$ cat src/rtl/core/hash160_match_table_macros.svh
// Assertion helpers shared by the table design.
`ifndef HASH160_MATCH_TABLE_MACROS_SVH
`define HASH160_MATCH_TABLE_MACROS_SVH

// Same-cycle implication, quiet during reset.
`define H160MT_ASSERT_NOW(label, clk, rst_n, ante, cons) \
  label: assert property (@(posedge clk) disable iff (!rst_n) (ante) |-> (cons)) \
    else $error("assertion failed");

// Next-cycle implication, quiet during reset.
`define H160MT_ASSERT_NEXT(label, clk, rst_n, ante, cons) \
  label: assert property (@(posedge clk) disable iff (!rst_n) (ante) |=> (cons)) \
    else $error("assertion failed");

`endif

$ cat src/rtl/core/h160mt_pkg.sv
`timescale 1ns / 1ps
package h160mt_pkg;

  // Table geometry
  localparam int ENTRIES = 256;
  localparam int IDX_W   = (ENTRIES > 1) ? $clog2(ENTRIES) : 1;
  localparam int CNT_W   = $clog2(ENTRIES + 1);
  localparam int KEY_W   = 160;
  localparam int TOTAL_W = 32;
  localparam int SLOT_W  = 8;

  // Configuration port
  localparam int PADDR_W = 3;
  localparam int PDATA_W = 32;
  localparam logic [PADDR_W-1:0] ADDR_STOP = 3'd0;

  typedef enum logic [1:0] {
    OP_INSERT = 2'd0,
    OP_SEARCH = 2'd1,
    OP_CLEAR  = 2'd2
  } op_t;

  typedef enum logic [2:0] {
    ST_INSERTED  = 3'd0,
    ST_DUPLICATE = 3'd1,
    ST_FULL      = 3'd2,
    ST_HIT       = 3'd3,
    ST_HIT_STOP  = 3'd4,
    ST_MISS      = 3'd5,
    ST_CLEARED   = 3'd6
  } status_t;

  typedef enum logic {
    S_IDLE = 1'b0,
    S_SCAN = 1'b1
  } state_t;

  // Request from the controller to the key memory
  typedef struct packed {
    logic             rd_en;
    logic [IDX_W-1:0] rd_addr;
    logic             wr_en;
    logic [IDX_W-1:0] wr_addr;
    logic [KEY_W-1:0] wr_data;
  } ram_req_t;

  // One result item
  typedef struct packed {
    logic               vld;
    status_t            status;
    logic [SLOT_W-1:0]  slot;
    logic [TOTAL_W-1:0] total;
  } res_t;

  // Low bits of a slot index, zero extended when the index is narrow
  function automatic logic [SLOT_W-1:0] slot_out(input logic [IDX_W-1:0] idx);
    logic [IDX_W+SLOT_W-1:0] ext;
    ext = {{SLOT_W{1'b0}}, idx};
    return ext[SLOT_W-1:0];
  endfunction

endpackage

$ cat src/rtl/core/h160mt_ctrl.sv
`timescale 1ns / 1ps
module h160mt_ctrl
  import h160mt_pkg::*;
(
  input  logic             clk,
  input  logic             rst_n,
  input  logic             start,
  input  logic [1:0]       op,
  input  logic [KEY_W-1:0] key,
  input  logic             stop_mode,
  input  logic [KEY_W-1:0] rd_data,
  output ram_req_t         ram_req,
  output res_t             res,
  output logic             busy
);

  state_t             state_r, state_nxt;
  logic [1:0]         op_r;
  logic [KEY_W-1:0]   key_r;
  logic [CNT_W-1:0]   count_r, count_nxt;
  logic [TOTAL_W-1:0] hits_r, hits_nxt;
  logic [CNT_W-1:0]   iss_r, iss_nxt;
  logic               cmp_vld_r, cmp_vld_nxt;
  logic [IDX_W-1:0]   cmp_idx_r;
  res_t               res_r, res_nxt;

  logic accept;
  logic match;
  logic iss_more;
  logic scan_done;

  assign accept    = start && (state_r == S_IDLE);
  assign match     = cmp_vld_r && (rd_data == key_r);
  assign iss_more  = iss_r < count_r;
  assign scan_done = match || !iss_more;

  // Next state
  always_comb begin
    state_nxt = state_r;
    unique case (state_r)
      S_IDLE: begin
        if (accept && (op == OP_INSERT || op == OP_SEARCH)) begin
          state_nxt = S_SCAN;
        end
      end
      S_SCAN: begin
        if (scan_done) begin
          state_nxt = S_IDLE;
        end
      end
      default: state_nxt = S_IDLE;
    endcase
  end

  // Memory requests, counters and the result item
  always_comb begin
    ram_req         = '0;
    ram_req.rd_addr = iss_r[IDX_W-1:0];
    ram_req.wr_addr = count_r[IDX_W-1:0];
    ram_req.wr_data = key_r;
    count_nxt       = count_r;
    hits_nxt        = hits_r;
    iss_nxt         = iss_r;
    cmp_vld_nxt     = 1'b0;
    res_nxt         = '0;
    res_nxt.status  = ST_MISS;
    unique case (state_r)
      S_IDLE: begin
        iss_nxt = '0;
        if (accept && op == OP_CLEAR) begin
          count_nxt      = '0;
          hits_nxt       = '0;
          res_nxt.vld    = 1'b1;
          res_nxt.status = ST_CLEARED;
          res_nxt.total  = '0;
        end
      end
      S_SCAN: begin
        // Issue the next read while the scan goes on
        if (iss_more && !match) begin
          ram_req.rd_en = 1'b1;
          iss_nxt       = iss_r + CNT_W'(1);
          cmp_vld_nxt   = 1'b1;
        end
        if (scan_done) begin
          res_nxt.vld = 1'b1;
          if (op_r == OP_INSERT) begin
            priority if (match) begin
              res_nxt.status = ST_DUPLICATE;
              res_nxt.slot   = slot_out(cmp_idx_r);
            end else if (count_r == CNT_W'(ENTRIES)) begin
              res_nxt.status = ST_FULL;
            end else begin
              ram_req.wr_en  = 1'b1;
              count_nxt      = count_r + CNT_W'(1);
              res_nxt.status = ST_INSERTED;
              res_nxt.slot   = slot_out(count_r[IDX_W-1:0]);
            end
            res_nxt.total = hits_r;
          end else begin
            if (match) begin
              if (hits_r != '1) begin
                hits_nxt = hits_r + TOTAL_W'(1);
              end
              res_nxt.status = stop_mode ? ST_HIT_STOP : ST_HIT;
              res_nxt.slot   = slot_out(cmp_idx_r);
            end else begin
              res_nxt.status = ST_MISS;
            end
            res_nxt.total = hits_nxt;
          end
        end
      end
      default: ;
    endcase
  end

  // Control registers and the result item
  always_ff @(posedge clk) begin
    if (!rst_n) begin
      state_r   <= S_IDLE;
      count_r   <= '0;
      hits_r    <= '0;
      iss_r     <= '0;
      cmp_vld_r <= 1'b0;
      res_r.vld <= 1'b0;
    end else begin
      state_r   <= state_nxt;
      count_r   <= count_nxt;
      hits_r    <= hits_nxt;
      iss_r     <= iss_nxt;
      cmp_vld_r <= cmp_vld_nxt;
      res_r.vld <= res_nxt.vld;
    end
    res_r.status <= res_nxt.status;
    res_r.slot   <= res_nxt.slot;
    res_r.total  <= res_nxt.total;
  end

  // Payload registers
  always_ff @(posedge clk) begin
    if (accept) begin
      op_r  <= op;
      key_r <= key;
    end
    if (ram_req.rd_en) begin
      cmp_idx_r <= ram_req.rd_addr;
    end
  end

  assign res  = res_r;
  assign busy = (state_r != S_IDLE);

endmodule

$ cat config.mk
export PLATFORM = sky130hd
export DESIGN_NAME = h160mt_ctrl
export DESIGN_NICKNAME = d
export VERILOG_FILES = /design/src/rtl/core/hash160_match_table_macros.svh /design/src/rtl/core/h160mt_pkg.sv /design/src/rtl/core/h160mt_ctrl.sv
export SDC_FILE = /design/constraint.sdc
export NUM_CORES = 1
export LEC_CHECK = 0
export BUFFER_PORTS_ARGS = -buffer_cell sky130_fd_sc_hd__buf_2
export CELL_PAD_IN_SITES_DETAIL_PLACEMENT = 0
export CELL_PAD_IN_SITES_GLOBAL_PLACEMENT = 2
export CORE_ASPECT_RATIO = 1.5
export CORE_MARGIN = 10
export CORE_UTILIZATION = 26
export CTS_CLUSTER_SIZE = 12
export DETAILED_ROUTE_END_ITERATION = 12
export PLACE_DENSITY_LB_ADDON = 0.1
export SETUP_SLACK_MARGIN = 0.15
export SKIP_CTS_REPAIR_TIMING = 1
export SLEW_MARGIN = 20
export SYNTH_ARGS = -nofsm -noshare
export SYNTH_HDL_FRONTEND = slang
export SYNTH_SLANG_ARGS = --single-unit
$ cat constraint.sdc
create_clock -name clk -period 11.9 [get_ports clk]
set_clock_uncertainty 0.15 [all_clocks]
set_input_delay 1.785 -clock clk [delete_from_list [all_inputs] [get_ports clk]]
set_output_delay 1.785 -clock clk [all_outputs]
set_load 0.005 [all_outputs]
==> results.tsv <==
metric	value	unit
Tmin final	6722	ps
GRT overflow	0	
Worst IR Drop VDD	0.0001277	V
pin count of the biggest net entering global routing	80	
simple-gate share of the synthesized area	0.1749	
detailed placer's ending HPWL	51930	µm
Cells after Synth	1090	
adder-cell area share of the yosys netlist	0.01227	
Hold Crit Depth	1	
Crit-path slowest cell	or4_1	
Crit path required time	9970	ps
#FFs+latches synth	266	
Initial Utilization	0.2625	
final hold vios	0	
initial antenna violation count	50	
ANT nets after route	0	
global-route wire length before repair	88000	µm
CP Class	input port to output port	
Main synth FF type	edfxtp_1	
hold slack final	345.9	ps
max-slew violations	0	
period utilization	0.5649	
Die Ht	285.7	µm
Tot GR Track Use	0.2169	
Die W	197.1	µm
cell taking the most area after synthesis	edfxtp_1	
Buf/Inv on CP	4	
sequential share of the synthesized area	0.5744	
Core Region	46600	µm²
DRC viols	0	
met3 WL	5618	µm
Sink Count	266	
RSZ-0062 raised after global routing	no	
yosys warns	0	
setup ws final	5178	ps
placer congestion estimate	0.8729	
H-tree Lvls	1	
WP depth	10	
Detailed Routing Iterations Pass 1	5	
setup_tns	0	ps
final WL	62730	µm
vias per cell	4.887	
Worst-Skew Late Latency	590	ps
drt wl/cell	27.68	µm
Worst path most repeated cell	buf_2	
vias in the first global route	11730	
worst rel slew slack	0.1974	
startpoint types	input port	
CP top delay family	simple AND/OR/NAND/NOR gates	
Pwr Density	134.7	nW/µm²
Crit Path Max Fanout	15	
post-layout net count	1970	
Layout area overhead	36.01	%
Routed met2 length	34290	µm
max frequency	148.8	MHz
CTS root buf	clkbuf_16	
mux cell area share after synthesis	0.0008182	
R2R cell count	9	
leakage power	6.654	nW
via count	11080	
# IOs	549	
Syn Std Cell Area	12230	µm²
Least-Margin Pin Slew	1204	ps
CP Cell Sequence	buf_2, nor2b_1, a2111o_1, nor4_1, nand4_1, or4_1, o21ai_0, buf_4, inv_1, buf_2	
HP Class	register to register	
DR top layer	met5	
full die area	56310	µm²
number of flops mapped to enable cells by yosys	170	
run status	complete, no violations	
metal1 wirelength	21460	µm
TritonCTS Buffers	30	
Critical Path Sink Type	output port	
CTS tree	done	
xor and xnor area share after synthesis	0.06729	
FP Rows	97	
Synth async-reset ratio	0	
Commonest cells post-synth	edfxtp_1 (170), dfxtp_1 (96), xnor2_1 (58)	
syn_area_per_cell	11.22	µm²
fraction of layout cells with a size suffix above 1	0.3780	
DR iter-0 viols	597	
synth top area cells	edfxtp_1 (42%), dfxtp_1 (16%), xnor2_1 (4.2%)	
main combinational cell family by area after synthesis	simple AND/OR/NAND/NOR gates	
Compound-Gate Fraction of Synth Area	0.1319	
maximum clock insertion buffer count	3	
PortBufs	548	
Max stage delay on crit path	960	ps
Critical Path AT	4790	ps
most common cell in the netlist	edfxtp_1	
Yosys top cell area share	0.4173	
dpl ws	5198	ps
Synthesized Nets	1428	
Netlist cell types	68	
Setup violations, final	0	
max cap viols	0	
Clock transition at path regs	60	ps
worst paths after layout:
path | slack, ps | startpoint | endpoint
setup / recovery | 5180 | rd_data[11] | ram_req[168]
hold / removal | 350 | cmp_idx_r[5] | res[37]
setup reg to reg | 7520 | key_r[98] | res[22]
hold reg to reg | 350 | cmp_idx_r[5] | res[37]
final cells by class:
cell class / count / area [µm²]
Fill cell: 4866 / 29970
Sequential cell: 266 / 7027
Tap cell: 594 / 743.2
Inverter: 52 / 195.2
Clock inverter: 7 / 67.56
Antenna cell: 16 / 40.04
Clock buffer: 49 / 957.2
Timing Repair Buffer: 563 / 2855
Multi-Input combinational cell: 719 / 4755
placed cells by master, fill, tap and decap left out, types with 12 or more instances in the layout:
master	netlist	layout
a2111o_1	12	12
a21oi_1	54	54
a31oi_1	23	23
buf_2	10	548
buf_4	17	15
clkbuf_16	0	33
dfxtp_1	96	96
diode_2	0	16
edfxtp_1	170	170
ha_1	12	12
inv_1	52	52
nand2_1	57	57
nand2b_1	51	51
nand3_1	49	49
nand4_1	36	36
nor2_1	35	34
nor2b_1	44	43
nor3_1	16	16
nor4_1	22	21
o2111ai_1	16	16
o21ai_0	42	42
or3_1	29	29
or4_1	13	13
xnor2_1	58	58
xor2_1	36	36
report_power, final:
group	internal, mW	switching (mW)	leakage, nW
clock	0.569	0.402	0.505
combinational	0.101	0.116	3.74
sequential	1.03	0.0281	2.41
total	1.70	0.545	6.65
layer usage:
metal,global-route usage,vias to the layer above
met3,0.08122,107
met5,0,-
li1,-,5211
met2,0.4151,446
met4,0.03874,38
met1,0.2186,5273
logic make-up after synthesis:
logic type / after synthesis
and+or+nand+nor: 382
DFF: 266
AOI/OAI and AO/OA: 230
buffers and inverters: 105
xor gates and xnor gates: 94
adders and majority gates: 12
muxes: 1
state kept, by name, summed over array words and instances (netlist names):
| signal | flops |
|---|---|
| cmp_vld_r | 1 |
| op_r | 2 |
| key_r | 160 |
| busy | 1 |
| cmp_idx_r | 8 |
| hits_r | 32 |
| count_r | 9 |
| iss_r | 9 |
| res | 44 |
metrics by stage:
stage	cell area [µm²]	std cells	util	total power [mW]
6_report	16640	2266	0.3570	2.241
5_1_grt	16610	2254	0.3564	2.336
4_1_cts	16600	2250	0.3562	2.280
3_5_place_dp	15570	2194	0.3342	1.294
3_3_place_gp	15570	2194	0.3342	1.294
2_1_floorplan	12230	1090	-	1.155
worst register-to-register path, cell delays in order, from the launching register on:
cell and delay, ps:
edfxtp_1 390, nor2b_1 160, a2111oi_1 830, buf_4 220, and4_1 200, nand4_1 130
nor2_1 640, nand2_1 590, or4b_2 780, a21oi_1 210
Power figures use the tool's default switching activity.
